`config.mk`:
```
export PLATFORM = sky130hd
export DESIGN_NAME = crc32_multi_variant_engine_top
export DESIGN_NICKNAME = d
export VERILOG_FILES = /design/src/sv/crc32mv_pkg.sv /design/src/sv/crc32mv_front.sv /design/src/sv/crc32mv_queue.sv /design/src/sv/crc32mv_back.sv /design/src/sv/crc32_multi_variant_engine_top.sv
export SDC_FILE = /design/constraint.sdc
export NUM_CORES = 1
export LEC_CHECK = 0
export BUFFER_PORTS_ARGS = -buffer_cell sky130_fd_sc_hd__buf_2
export CAP_MARGIN = 20
export CORE_UTILIZATION = 45
export DETAILED_ROUTE_END_ITERATION = 8
export PLACE_DENSITY = 0.66
export SLEW_MARGIN = 10
export SYNTH_ARGS = -nofsm -noshare
export SYNTH_HDL_FRONTEND = slang
export SYNTH_SLANG_ARGS = --single-unit
```
`constraint.sdc`:
```
create_clock -name i_clk -period 3.51 [get_ports i_clk]
set_input_delay 0.702 -clock i_clk [delete_from_list [all_inputs] [get_ports i_clk]]
set_output_delay 0.702 -clock i_clk [all_outputs]
set_load 0.01 [all_outputs]
```
`src/sv/crc32mv_pkg.sv`:
```
// Shared types, command codes and CRC helpers for the multi-variant CRC-32 engine.
// No dependencies; used by every module of the block.
package crc32mv_pkg;

    localparam logic [1:0] CMD_INIT = 2'd0;
    localparam logic [1:0] CMD_FOLD = 2'd1;
    localparam logic [1:0] CMD_FIN  = 2'd2;
    localparam logic [1:0] CMD_NOP  = 2'd3;

    localparam logic [2:0] VAR_CRC32C = 3'd0;
    localparam logic [2:0] VAR_CRC32  = 3'd1;
    localparam logic [2:0] VAR_MPEG2  = 3'd2;
    localparam logic [2:0] VAR_POSIX  = 3'd3;
    localparam logic [2:0] VAR_ETSI   = 3'd4;

    localparam logic [31:0] POLY_CASTAGNOLI_REFL = 32'h82F6_3B78;
    localparam logic [31:0] POLY_IEEE_REFL       = 32'hEDB8_8320;
    localparam logic [31:0] POLY_IEEE_MSB        = 32'h04C1_1DB7;
    localparam logic [31:0] ALL_ONES             = 32'hFFFF_FFFF;
    localparam logic [31:0] ALL_ZEROS            = 32'h0000_0000;

    localparam logic [3:0] DIGEST_LEN = 4'd4;

    // Queue entry: command already classified by the front end
    typedef struct packed {
        logic [1:0] kind;
        logic [7:0] data_byte;
        logic       len_ok;
    } t_req;

    typedef struct packed {
        logic valid;
        logic full;
    } t_q_stat;

    // Codes above ETSI fall back to CRC32
    function automatic logic [2:0] sel_variant(input logic [2:0] v);
        sel_variant = (v > VAR_ETSI) ? VAR_CRC32 : v;
    endfunction

    function automatic logic [31:0] init_value(input logic [2:0] v);
        init_value = (v == VAR_POSIX) ? ALL_ZEROS : ALL_ONES;
    endfunction

    function automatic logic [31:0] final_mask(input logic [2:0] v);
        final_mask = (v == VAR_MPEG2) ? ALL_ZEROS : ALL_ONES;
    endfunction

    // One byte through the shift register, eight bit steps unrolled
    function automatic logic [31:0] fold_byte(input logic [2:0] v,
                                              input logic [31:0] crc_in,
                                              input logic [7:0] byte_in);
        logic [31:0] c;
        logic [31:0] poly;
        c    = crc_in;
        poly = (v == VAR_CRC32C) ? POLY_CASTAGNOLI_REFL : POLY_IEEE_REFL;
        if (v <= VAR_CRC32) begin
            c = c ^ {24'd0, byte_in};
            for (int k = 0; k < 8; k++) begin
                c = {1'b0, c[31:1]} ^ (c[0] ? poly : ALL_ZEROS);
            end
        end else begin
            c = c ^ {byte_in, 24'd0};
            for (int k = 0; k < 8; k++) begin
                c = {c[30:0], 1'b0} ^ (c[31] ? POLY_IEEE_MSB : ALL_ZEROS);
            end
        end
        fold_byte = c;
    endfunction

endpackage

```
`src/sv/crc32mv_front.sv`:
```
// Front end: takes input transfers, classifies the command and checks the digest length.
// Depends on crc32mv_pkg; feeds crc32mv_queue.
module crc32mv_front (
    input  logic                [1:0]  i_cmd,
    input  logic                [7:0]  i_data_byte,
    input  logic                [3:0]  i_out_len,
    input  logic                       i_valid,
    input  crc32mv_pkg::t_q_stat       i_q_stat,
    output logic                       o_ready,
    output logic                       o_push,
    output crc32mv_pkg::t_req          o_req
);

    always_comb begin
        o_ready         = !i_q_stat.full;
        // unused command code is taken and dropped here
        o_push          = i_valid && o_ready && (i_cmd != crc32mv_pkg::CMD_NOP);
        o_req.kind      = i_cmd;
        o_req.data_byte = i_data_byte;
        o_req.len_ok    = (i_out_len == crc32mv_pkg::DIGEST_LEN);
    end

endmodule

```
`src/sv/crc32mv_queue.sv`:
```
// Two-entry request queue between front and back end.
// Depends on crc32mv_pkg.
module crc32mv_queue (
    input  logic                  i_clk,
    input  logic                  i_rst_n,
    input  logic                  i_push,
    input  crc32mv_pkg::t_req     i_req,
    input  logic                  i_pop,
    output crc32mv_pkg::t_q_stat  o_stat,
    output crc32mv_pkg::t_req     o_req
);

    crc32mv_pkg::t_req r_mem [2];
    logic              r_wr_ptr;
    logic              r_rd_ptr;
    logic [1:0]        r_count;
    logic [1:0]        n_count;

    always_comb begin
        n_count = r_count + {1'b0, i_push} - {1'b0, i_pop};
        o_stat.valid = (r_count != 2'd0);
        o_stat.full  = (r_count == 2'd2);
        o_req        = r_mem[r_rd_ptr];
    end

    always_ff @(posedge i_clk) begin
        if (!i_rst_n) begin
            r_wr_ptr <= 1'b0;
            r_rd_ptr <= 1'b0;
            r_count  <= 2'd0;
        end else begin
            if (i_push) begin
                r_wr_ptr <= !r_wr_ptr;
            end
            if (i_pop) begin
                r_rd_ptr <= !r_rd_ptr;
            end
            r_count <= n_count;
        end
    end

    always_ff @(posedge i_clk) begin
        if (i_push) begin
            r_mem[r_wr_ptr] <= i_req;
        end
    end

endmodule

```
`src/sv/crc32mv_back.sv`:
```
// Back end: running CRC register, byte fold, finalize and output register.
// Depends on crc32mv_pkg; pops crc32mv_queue.
module crc32mv_back (
    input  logic                  i_clk,
    input  logic                  i_rst_n,
    input  logic [2:0]            i_variant,
    input  crc32mv_pkg::t_q_stat  i_q_stat,
    input  crc32mv_pkg::t_req     i_req,
    output logic                  o_pop,
    input  logic                  i_out_ready,
    output logic                  o_out_valid,
    output logic [31:0]           o_digest,
    output logic                  o_status
);

    logic [31:0] r_crc;
    logic [31:0] n_crc;
    logic        r_out_valid;
    logic [31:0] r_digest;
    logic        r_status;
    logic [2:0]  v;
    logic        space;
    logic        fin;

    always_comb begin
        v     = crc32mv_pkg::sel_variant(i_variant);
        space = !r_out_valid || i_out_ready;
        fin   = (i_req.kind == crc32mv_pkg::CMD_FIN);
        // a finalize waits for room in the output register, others never stall
        o_pop = i_q_stat.valid && (!fin || space);
        case (i_req.kind)
            crc32mv_pkg::CMD_INIT: n_crc = crc32mv_pkg::init_value(v);
            crc32mv_pkg::CMD_FOLD: n_crc = crc32mv_pkg::fold_byte(v, r_crc, i_req.data_byte);
            default:               n_crc = r_crc;
        endcase
    end

    always_ff @(posedge i_clk) begin
        if (!i_rst_n) begin
            r_crc       <= crc32mv_pkg::ALL_ONES;
            r_out_valid <= 1'b0;
        end else begin
            if (o_pop) begin
                r_crc <= n_crc;
            end
            if (o_pop && fin) begin
                r_out_valid <= 1'b1;
            end else if (i_out_ready) begin
                r_out_valid <= 1'b0;
            end
        end
    end

    always_ff @(posedge i_clk) begin
        if (o_pop && fin) begin
            r_digest <= i_req.len_ok ? (r_crc ^ crc32mv_pkg::final_mask(v))
                                     : crc32mv_pkg::ALL_ZEROS;
            r_status <= !i_req.len_ok;
        end
    end

    assign o_out_valid = r_out_valid;
    assign o_digest    = r_digest;
    assign o_status    = r_status;

endmodule

```
`src/sv/crc32_multi_variant_engine_top.sv`:
```
// Multi-variant CRC-32 engine, top level: variant register, front end, queue, back end.
// Depends on crc32mv_pkg, crc32mv_front, crc32mv_queue and crc32mv_back.
//
// Usage:
//   s_axis carries commands: tuser = cmd (init, fold byte, finalize), tdata holds
//   data_byte and the requested digest length. m_axis returns one transfer per
//   finalize: tdata = digest, tuser = status (1 = digest length other than 4).
//   i_cfg_wr_en / i_cfg_wr_data write the variant (0 CRC32C, 1 CRC32, 2 MPEG-2,
//   3 POSIX, 4 ETSI, higher codes act as CRC32); write it only while idle.
//   Throughput: one command per cycle while the queue is not full; each fold is
//   one unrolled 8-bit update of the running CRC register in the back end.
//   A finalize accepted on s_axis passes the queue and then the output register.
//   Reset (synchronous, active low) empties the queue and output register, sets
//   the variant to CRC32 and the running CRC to all ones.
//   When m_axis stalls, a held digest blocks the next finalize and every command
//   behind it in the two-entry queue; s_axis_tready drops once the queue is full.
module crc32_multi_variant_engine_top (
    input  logic         i_clk,
    input  logic         i_rst_n,
    input  logic         s_axis_tvalid,
    output logic         s_axis_tready,
    input  logic [15:0]  s_axis_tdata,   // [7:0] data_byte, [11:8] out_len, [15:12] zero
    input  logic [1:0]   s_axis_tuser,   // [1:0] cmd
    output logic         m_axis_tvalid,
    input  logic         m_axis_tready,
    output logic [31:0]  m_axis_tdata,   // [31:0] digest
    output logic [0:0]   m_axis_tuser,   // [0] status
    input  logic         i_cfg_wr_en,
    input  logic [2:0]   i_cfg_wr_data
);

    logic [2:0]           r_variant;
    crc32mv_pkg::t_q_stat q_stat;
    crc32mv_pkg::t_req    push_req;
    crc32mv_pkg::t_req    head_req;
    logic                 push;
    logic                 pop;
    logic                 status;

    always_ff @(posedge i_clk) begin
        if (!i_rst_n) begin
            r_variant <= crc32mv_pkg::VAR_CRC32;
        end else if (i_cfg_wr_en) begin
            r_variant <= i_cfg_wr_data;
        end
    end

    crc32mv_front u_front (
        .i_cmd       (s_axis_tuser),
        .i_data_byte (s_axis_tdata[7:0]),
        .i_out_len   (s_axis_tdata[11:8]),
        .i_valid     (s_axis_tvalid),
        .i_q_stat    (q_stat),
        .o_ready     (s_axis_tready),
        .o_push      (push),
        .o_req       (push_req)
    );

    crc32mv_queue u_queue (
        .i_clk   (i_clk),
        .i_rst_n (i_rst_n),
        .i_push  (push),
        .i_req   (push_req),
        .i_pop   (pop),
        .o_stat  (q_stat),
        .o_req   (head_req)
    );

    crc32mv_back u_back (
        .i_clk       (i_clk),
        .i_rst_n     (i_rst_n),
        .i_variant   (r_variant),
        .i_q_stat    (q_stat),
        .i_req       (head_req),
        .o_pop       (pop),
        .i_out_ready (m_axis_tready),
        .o_out_valid (m_axis_tvalid),
        .o_digest    (m_axis_tdata),
        .o_status    (status)
    );

    assign m_axis_tuser = status;

endmodule

```
==> run_results.csv, run 1 <==
group,metric,value,unit
run_status,run_status,"finished clean",
logic_synthesis,syn_inst,604,
critical_path,cp_max_fo,7,
critical_path,critPathArrivalTime,3.44,ns
critical_path,worstSetupPathType,"register to register",
placement,postPlaceCellArea,7060,um^2
drt,drc,0,
drt,vias_per_cell,5.42,
logic_synthesis,avgSynthCellArea,10.8,um^2
power_and_ir_drop,p_leak,0.00273,uW
critical_path,slowest_stage,"xnor2_1",
placement,place_inst,828,
cells_and_area,design_area,7350,um^2
die,io-pin-count,61,
timing,period_needed,3.14,ns
critical_path,required,3.81,ns
logic_synthesis,ys_ff_latch,96,
die,start_util,0.466,
critical_path,critical_path_buf_inv_count,0,
logic_synthesis,yosys.area.top_type_share,0.253,
clock_network,clk_latency,0.35,ns
clock_network,cts_root_buf,"clkbuf_16",
logic_synthesis,synth_top_cell_by_area,"edfxtp_1",
logic_synthesis,syn-num-nets,632,
timing,setup_ws,0.369,ns
critical_path,path_cells,"mux2i_1 -> xnor2_1 -> xnor3_1 -> nor2_1 -> xnor2_1 -> xnor3_1 -> o221ai_1 -> o21a_1",
clock_network,path_clk_slew,0.08,ns
timing,max_freq,0.318,GHz
drt,first_pass_iters,5,
global_route,grt_pass1_vias,4362,
die,dieArea,15000,um^2
timing,rsz0062_at_grt,"false",
min_path,min_path_type,"register to register",
clock_network,cts_sinks,96,
logic_synthesis,synthArstFlopShare,0,
cells_and_area,fin_nets,687,
die,core,14000,um^2
global_route,antenna_found_initial,0,
clock_network,holdBufCountCts,0,
timing,hold_viol_final,0,
global_route,grt_max_degree,34,
timing,finalSetupTns,0,ns
timing,hold_ws,0.518,ns
logic_synthesis,synth_area_leaders,"edfxtp_1, xnor2_1, dfxtp_1",
timing,setup_viol,0,
drt,avgRoutedWirePerCell,19.7,um
cells_and_area,area_delta_synth_final,12.7,%
timing,fin_crit_sh,0.895,
power_and_ir_drop,p_per_area,1160,nW/um^2
critical_path,startpoint_type,"register",
placement,io_buffers,56,
timing,clock_skew,0.00897,ns
clock_network,cts.repair.resized,0,
power_and_ir_drop,peakVddDrop,0.000450,V
timing,maxSlewViolCount,0,
logic_synthesis,synth-seq-area-share,0.379,
drt,vias,4576,
clock_network,cts_buffers,9,
drt,wl,16.7,mm
cells_and_area,drive_above_1_share,0.196,
critical_path,worst_path_largest_cell_delay,0.86,ns
cells_and_area,diodes,0,
clock_network,cts_buffer_depth,2,
die,rows,43,
placement,dp_hpwl,12.3,mm
clock_network,cts_setup_buffers,0,
global_route,grt_pass1_wl,25.5,mm
critical_path,critPathTopFamily,"XOR/XNOR gates",
global_route,grt-ovfl-total,0,
critical_path,cp-end-kind,"register",
placement,place.gp.congestion,0.966,
drt,drt_iter0_markers,325,
placement,post-place-ws,0.405,ns
clock_network,cts_tree,"yes",
logic_synthesis,syn_area,6520,um^2
drt,ant_nets,0,
timing,tightest_slew,1.08,ns
global_route,grtUsageTotal,0.234,
logic_synthesis,yosys_warnings,0,
flow_run,cap_violations,0,
logic_synthesis,synth-edff-count,55,
clock_network,h-tree-depth,3,
die,die_h,122,um
logic_synthesis,synth_flop_cell,"edfxtp_1",
cells_and_area,finalNonFillerCells,844,
die,die_width,122,um
logic_synthesis,synth_cell_types,52,
timing,slew_headroom,0.276,
==> power by group <==
group	internal, uW	total [uW]	switching (uW)
registers	1420	1650	229
logic	2740	5940	3200
clock network	496	962	466
total	4650	8540	3890
==> worst paths after layout <==
path | start | end | slack (ns) | cells after the start
min reg2reg | u_queue.r_rd_ptr | u_queue.r_rd_ptr | 0.52 | 2
min | u_queue.r_rd_ptr | u_queue.r_rd_ptr | 0.52 | 2
max reg2reg | register | u_back.r_crc[20] | 0.37 | 8
max | register | u_back.r_crc[20] | 0.37 | 8
==> layout make-up <==
type	count	area, um^2
fill	1255	6640
multi-input combinational	467	3890
sequential	96	2470
timing repair buffer	79	453
clock buffer	9	225
tap	180	225
clock inverter	7	61.3
inverter	6	22.5
==> cell usage after synthesis (3+ instances only) <==
cell / count
xnor2_4: 6
xnor3_1: 13
inv_1: 6
o21a_1: 14
o22ai_1: 3
xnor2_1: 116
xor2_1: 75
mux2i_2: 3
edfxtp_1: 55
o21ai_0: 14
and2_1: 4
mux2i_4: 4
nor2b_1: 3
a211oi_1: 5
xnor2_2: 14
dfxtp_1: 41
mux2i_1: 18
buf_2: 3
o221ai_1: 14
o32ai_1: 3
buf_1: 5
nand2_1: 24
a21oi_1: 16
clkbuf_1: 23
nor2_1: 81
o211ai_1: 4
==> layer usage <==
| metal | GRT usage | vias up | wire (um) |
|---|---|---|---|
| li1 | - | 2165 | - |
| met2 | 0.376 | 170 | 7640 |
| met3 | 0.0479 | 46 | 1070 |
| met1 | 0.295 | 2195 | 7070 |
| met4 | 0.122 | 0 | 867 |
| met5 | 0 | - | 0 |
==> cells by family after synthesis <==
kind of cell,count (synthesis),share of synthesized area
xor+xnor,225,0.365
simple gates,125,0.0794
flops,96,0.379
compound gates,90,0.0963
buf+inv,41,0.0282
mux,25,0.0478
fa+ha+maj,2,0.00384
==> stage by stage <==
step | util | total power, uW
2_1_floorplan | - | 6190
3_3_place_gp | 0.505 | 7520
3_5_place_dp | 0.505 | 7500
4_1_cts | 0.525 | 8500
5_1_grt | 0.525 | 9000
6_report | 0.525 | 8540
==> cells in the final DEF (no fill, tap or decap), types with 16 or more instances in the layout <==
cell      count
xnor2_1     116
buf_2        56
edfxtp_1     55
mux2i_1      17
dfxtp_1      41
nand2_1      24
nor2_1       81
xor2_1       75
a21oi_1      16
buf_4        23
==> state kept, by name, summed over array words and instances (netlist names), named ones only <==
signal / flops
u_queue.r_wr_ptr: 1
r_variant: 3
u_back.o_out_valid: 1
u_queue.r_count: 2
u_back.o_status: 1
u_queue.r_mem: 22
u_queue.r_rd_ptr: 1
u_back.r_crc: 32
u_back.o_digest: 32
==> tightest hold or removal path, delay by kind of cell (launching register included) <==
family           cells  cell delay, ns
XOR/XNOR             1            0.08
flip-flops           1            0.33
AND/OR/NAND/NOR      1            0.07
Power figures use the tool's default switching activity.
==> inputs of run 2 (changes only) <==
--- a/config.mk
+++ b/config.mk
@@ -5,11 +5,13 @@
 export SDC_FILE = /design/constraint.sdc
 export NUM_CORES = 1
 export LEC_CHECK = 0
+export ABC_AREA = 1
 export BUFFER_PORTS_ARGS = -buffer_cell sky130_fd_sc_hd__buf_2
 export CAP_MARGIN = 20
 export CORE_UTILIZATION = 45
 export DETAILED_ROUTE_END_ITERATION = 8
-export PLACE_DENSITY = 0.66
+export GPL_TIMING_DRIVEN = 0
+export REMOVE_ABC_BUFFERS = 1
 export SLEW_MARGIN = 10
 export SYNTH_ARGS = -nofsm -noshare
 export SYNTH_HDL_FRONTEND = slang
==> run 2 against run 1 <==
Effect of this change: critical path depth increased by 7; die area increased by 26%; maximum frequency decreased by 1.3%; synthesized cell count increased by 96%; via count increased by 69%; non-clock buffer count decreased by 18; largest cell class unchanged; sequential cell count unchanged; synthesized area increased by 26%; clock skew increased by 0.0030 ns; design area increased by 23%; global-route usage increased by 6.4 points.
==> run_results.csv, run 2 <==
group,metric,value,unit
run_status,run_status,"finished clean",
logic_synthesis,synth-seq-area-share,0.301,
global_route,grt_max_degree,37,
clock_network,cts_tree,"yes",
global_route,grt_pass1_wl,40.9,mm
critical_path,r2r_cells,15,
logic_synthesis,synth_flop_cell,"edfxtp_1",
critical_path,startpoint_type,"register",
cells_and_area,diodes,0,
global_route,grt_pass1_vias,6939,
die,dieArea,18800,um^2
drt,vias,7750,
logic_synthesis,synth-edff-count,55,
critical_path,path_cells,"nor2_2 -> nand2_4 -> bufinv_8 -> nand3_2 -> inv_2 -> nand2_1 -> nand2_2 -> nand2_4 -> nand3_1 -> nand3_1 -> nand2_1 -> nand2_1 -> nand2_1 -> nand2_1 -> nand2_1",
clock_network,cts_root_buf,"clkbuf_16",
critical_path,worst_path_largest_cell_delay,0.39,ns
timing,period_needed,3.18,ns
drt,drt_iter0_markers,685,
timing,slew_headroom,0.271,
logic_synthesis,syn_inst,1186,
die,die_h,137,um
cells_and_area,multi_input_area,5120,um^2
logic_synthesis,synthArstFlopShare,0,
timing,max_freq,0.314,GHz
drt,wl_met2,11.7,mm
logic_synthesis,yosys_warnings,0,
critical_path,required,3.82,ns
drt,avgRoutedWirePerCell,18.3,um
cells_and_area,mostFrequentLayoutCell,"nand2_1",
timing,hold_viol_final,0,
drt,wl,26.6,mm
logic_synthesis,avgSynthCellArea,6.93,um^2
logic_synthesis,synth_cell_types,47,
critical_path,slowest_stage,"bufinv_8",
critical_path,cp_max_fo,18,
critical_path,cpMostUsedCell,"nand2_1",
die,io-pin-count,61,
min_path,hold_depth,1,
cells_and_area,fillCellCount,1860,
global_route,grtUsageTotal,0.298,
placement,place.gp.congestion,0.993,
timing,fin_crit_sh,0.906,
clock_network,clk_latency,0.37,ns
clock_network,path_clk_slew,0.08,ns
logic_synthesis,synth_area_leaders,"edfxtp_1, nand2_1, dfxtp_1",
flow_run,cap_violations,0,
critical_path,cp-end-kind,"register",
drt,first_pass_iters,6,
logic_synthesis,yosys.area.top_type_share,0.201,
timing,tightest_slew,1.09,ns
drt,wl_met1,12.3,mm
drt,ant_nets,0,
drt,dr.max_layer_used,"met4",
critical_path,critPathTopFamily,"simple AND/OR/NAND/NOR gates",
critical_path,critical_path_buf_inv_count,2,
placement,io_buffers,56,
drt,vias_per_cell,5.33,
cells_and_area,drive_above_1_share,0.153,
die,core,18000,um^2
cells_and_area,finalNonFillerCells,1454,
clock_network,cts_buffer_depth,2,
logic_synthesis,synthTopCellsByCount,"nand2_1, nand3_1, inv_1",
cells_and_area,area_delta_synth_final,9.86,%
die,die_width,137,um
logic_synthesis,ys_ff_latch,96,
cells_and_area,register_area,2470,um^2
clock_network,cts_sinks,96,
cells_and_area,most-common-layout-cells,"nand2_1, nand3_1, inv_1, a21oi_1, xor2_1",
logic_synthesis,synth_top_cell_by_area,"edfxtp_1",
timing,clock_skew,0.0120,ns
timing,rsz0062_at_grt,"false",
clock_network,h-tree-depth,3,
clock_network,cts_buffers,9,
logic_synthesis,syn_area,8220,um^2
drt,drc,0,
placement,place_inst,1435,
die,rows,49,
placement,dp_hpwl,19.7,mm
cells_and_area,fin_nets,1248,
critical_path,worstSetupPathType,"register to register",
critical_path,cp.depth,15,
timing,setup_viol,0,
min_path,min_path_type,"register to register",
critical_path,critPathArrivalTime,3.49,ns
global_route,grt-ovfl-total,0,
global_route,antenna_found_initial,0,
timing,maxSlewViolCount,0,
die,start_util,0.458,
logic_synthesis,synth_most_common_cell,"nand2_1",
drt,route.met3.wl,1.88,mm
==> run 2: area by class of cell <==
class                           instances  share of cell area
Multi-Input combinational cell        935               0.567
Sequential cell                        96               0.274
Inverter                              116              0.0511
Timing Repair Buffer                   61              0.0410
Tap cell                              229              0.0317
Clock buffer                            9              0.0249
Clock inverter                          7             0.00942
Timing Repair inverter                  1            0.000831
==> run 2: path summary, 6_finish.rpt <==
| kind | startpoint | to | slack (ns) |
|---|---|---|---|
| max | r_variant[0] | u_back.r_crc[25] | 0.33 |
| min | u_queue.r_rd_ptr | register | 0.46 |
| max reg2reg | r_variant[0] | u_back.r_crc[25] | 0.33 |
| min reg2reg | u_queue.r_rd_ptr | register | 0.46 |
==> run 2: per-stage QoR <==
| stage | setup TNS (ns) | utilization | setup WS [ns] | area (um^2) | hold slack, ns |
|---|---|---|---|---|---|
| final | 0 | 0.503 | 0.329 | 9030 | 0.459 |
| after global routing | 0 | 0.503 | 0.104 | 9030 | 0.490 |
| after CTS | 0 | 0.502 | 0.0522 | 9020 | 0.457 |
| after detailed placement | -1.08 | 0.484 | -0.480 | 8690 | 0.443 |
| after global placement | -50.92 | 0.477 | -1.86 | 8580 | 0.435 |
| after floorplan | 0 | - | 0.0674 | 8010 | 0.425 |
==> run 2: logic make-up (layout without fill, tap and decap cells) <==
| family | Yosys count | count (layout) | share of synthesized area |
|---|---|---|---|
| compound gates | 165 | 165 | 0.113 |
| mux | 4 | 4 | 0.00502 |
| flops | 96 | 96 | 0.301 |
| buf+inv | 155 | 194 | 0.0814 |
| simple gates | 670 | 670 | 0.381 |
| xor+xnor | 94 | 94 | 0.117 |
| fa+ha+maj | 2 | 2 | 0.00304 |
==> run 2: routing by layer <==
| metal | vias to the layer above | global-route usage |
|---|---|---|
| li1 | 3890 | - |
| met1 | 3551 | 0.418 |
| met2 | 270 | 0.467 |
| met3 | 39 | 0.0386 |
| met4 | 0 | 0.106 |
| met5 | - | 0 |
==> run 2: repair_timing <==
action,4_1_cts,5_1_grt
resized for setup,2,3
hold buffers,0,0
cloned,1,0
setup endpoints to repair,6,32
setup buffers,1,0
Power of run 2 is not shown: default switching activity piles up to over one toggle a cycle in this logic, so the estimate is an artifact.
==> inputs of run 3 (changes only) <==
==> constraint.sdc (replaced) <==
create_clock -name i_clk -period 3.15 [get_ports i_clk]
set_input_delay 0.63 -clock i_clk [delete_from_list [all_inputs] [get_ports i_clk]]
set_output_delay 0.63 -clock i_clk [all_outputs]
set_load 0.01 [all_outputs]
==> run 3 against run 2 <==
Effect of this change: register-to-register slack got worse by 0.16 ns; setup slack got worse by 0.16 ns; via count rose by 0.99%; design area rose by 0.78%; count of clock-buffer cells in the layout did not move; sequential cell count did not move; critical path depth fell by 2; wire length rose by 2.0%; global-route usage rose by 0.59 points; non-clock buffer count rose by 3; clock skew rose by 0.0046 ns; largest cell class unchanged.
==> run_results.csv, run 3 (synthesized netlist as in run 2, its figures left out) <==
group,metric,value,unit
run_status,run_status,"finished clean",
timing,slew_headroom,0.274,
global_route,grt_pass1_wl,41.5,mm
min_path,hold_depth,1,
critical_path,cpMostUsedCell,"nand2_1",
timing,fin_crit_sh,0.946,
die,core,18000,um^2
placement,io_buffers,56,
cells_and_area,final_core_util,0.507,
clock_network,h-tree-depth,3,
critical_path,startpoint_type,"register",
cells_and_area,diodes,0,
cells_and_area,most-common-layout-cells,"nand2_1, nand3_1, inv_1, a21oi_1, xor2_1",
critical_path,r2r_cells,13,
drt,avgRoutedWirePerCell,18.6,um
cells_and_area,area_delta_synth_final,10.7,%
critical_path,critPathTopFamily,"simple AND/OR/NAND/NOR gates",
timing,clock_skew,0.0166,ns
drt,drc,0,
min_path,min_path_type,"primary input to register",
global_route,grtUsageTotal,0.304,
timing,period_needed,2.98,ns
drt,vias,7827,
placement,place_inst,1435,
clock_network,clk_latency,0.38,ns
clock_network,cts_sinks,96,
timing,tightest_slew,1.09,ns
flow_run,cap_violations,0,
die,dieArea,18800,um^2
placement,post-place-ws,-0.840,ns
critical_path,slowest_stage,"xor2_1",
timing,maxSlewViolCount,0,
placement,postPlaceCellArea,8690,um^2
timing,setup_viol,0,
critical_path,rrSetupSlack,0.17,ns
critical_path,critical_path_buf_inv_count,2,
die,start_util,0.458,
cells_and_area,fillCellCount,1858,
global_route,grt-ovfl-total,0,
clock_network,cts_tree,"yes",
clock_network,cts_root_buf,"clkbuf_16",
drt,vias_per_cell,5.37,
global_route,antenna_found_initial,0,
critical_path,worstSetupPathType,"register to register",
placement,dp_hpwl,19.7,mm
die,die_width,137,um
critical_path,critPathArrivalTime,3.30,ns
clock_network,path_clk_slew,0.09,ns
cells_and_area,drive_above_1_share,0.157,
timing,setup_ws,0.170,ns
drt,ant_nets,0,
global_route,grt_pass1_vias,6966,
die,rows,49,
critical_path,cp-end-kind,"register",
critical_path,r2r_end,"u_back.r_crc[30]",
die,io-pin-count,61,
cells_and_area,fin_nets,1252,
die,die_h,137,um
timing,hold_viol_final,0,
drt,wl,27.1,mm
cells_and_area,mostFrequentLayoutCell,"nand2_1",
critical_path,cp.depth,13,
drt,drt_iter0_markers,708,
timing,max_freq,0.336,GHz
critical_path,path_cells,"inv_6 -> nand2_1 -> nand3_1 -> nand2_2 -> nand2_1 -> nand2_1 -> nor2_1 -> inv_1 -> xor2_1 -> nor2_1 -> o21ai_0 -> o21ai_0 -> nand2_1",
global_route,grt_max_degree,37,
clock_network,holdBufCountCts,0,
placement,place.gp.congestion,0.993,
clock_network,cts_buffer_depth,2,
drt,first_pass_iters,5,
clock_network,cts_buffers,9,
critical_path,cp_max_fo,17,
critical_path,required,3.47,ns
critical_path,critical_path.endpoint,"u_back.r_crc[30]",
cells_and_area,design_area,9100,um^2
critical_path,worst_path_largest_cell_delay,0.45,ns
timing,rsz0062_at_grt,"false",
cells_and_area,finalNonFillerCells,1458,
run 3: layout make-up:
cell class              instances  area, um^2  area share
repair buffers                 64         405      0.0445
multi-input cells             936        5160       0.566
clock buffers                   9         225      0.0247
clock inverters                 7        85.1     0.00934
well taps                     229         287      0.0315
flip-flops and latches         96        2480       0.272
repair inverters                1        7.51    0.000825
inverters                     116         462      0.0507
run 3: worst register-to-register path, stage by stage, from the launching register on:
cell and delay [ns]:
dfxtp_4 0.44, inv_6 0.18, nand2_1 0.11, nand3_1 0.16, nand2_2 0.21, nand2_1 0.12, nand2_1 0.09, nor2_1 0.29
inv_1 0.22, xor2_1 0.45, nor2_1 0.08, o21ai_0 0.34, o21ai_0 0.15, nand2_1 0.07
run 3: metal layers:
| layer | up-vias | share of wire | GRT usage |
|---|---|---|---|
| li1 | 3900 | - | - |
| met1 | 3617 | 0.46 | 0.430 |
| met2 | 274 | 0.44 | 0.473 |
| met3 | 36 | 0.069 | 0.0338 |
| met4 | 0 | 0.028 | 0.114 |
| met5 | - | 0 | 0 |
run 3: worst min path at each step:
stage                startpoint             endpoint  slack [ns]
6_report        s_axis_tdata[4]  u_queue.r_mem[1][5]        0.44
5_1_grt         s_axis_tdata[1]  u_queue.r_mem[1][2]        0.45
4_1_cts         s_axis_tdata[4]  u_queue.r_mem[0][5]        0.44
3_5_place_dp   u_queue.r_rd_ptr             register        0.44
3_3_place_gp   u_queue.r_rd_ptr     u_queue.r_rd_ptr        0.44
2_1_floorplan  u_queue.r_rd_ptr             register        0.43
run 3: per-stage QoR:
stage          hold WS [ns]  TNS, ns
6_report              0.438        0
3_3_place_gp          0.435   -74.32
3_5_place_dp          0.443   -11.60
5_1_grt               0.450        0
2_1_floorplan         0.425    -2.86
4_1_cts               0.438        0
run 3: what timing repair did:
action / in CTS / in global routing
gates cloned: 2 / 0
setup buffers: 4 / 0
resized for setup: 5 / 8
endpoints found under the setup margin: 32 / 51
pin swaps: 1 / 0
Power of run 3 is left out for the same reason.
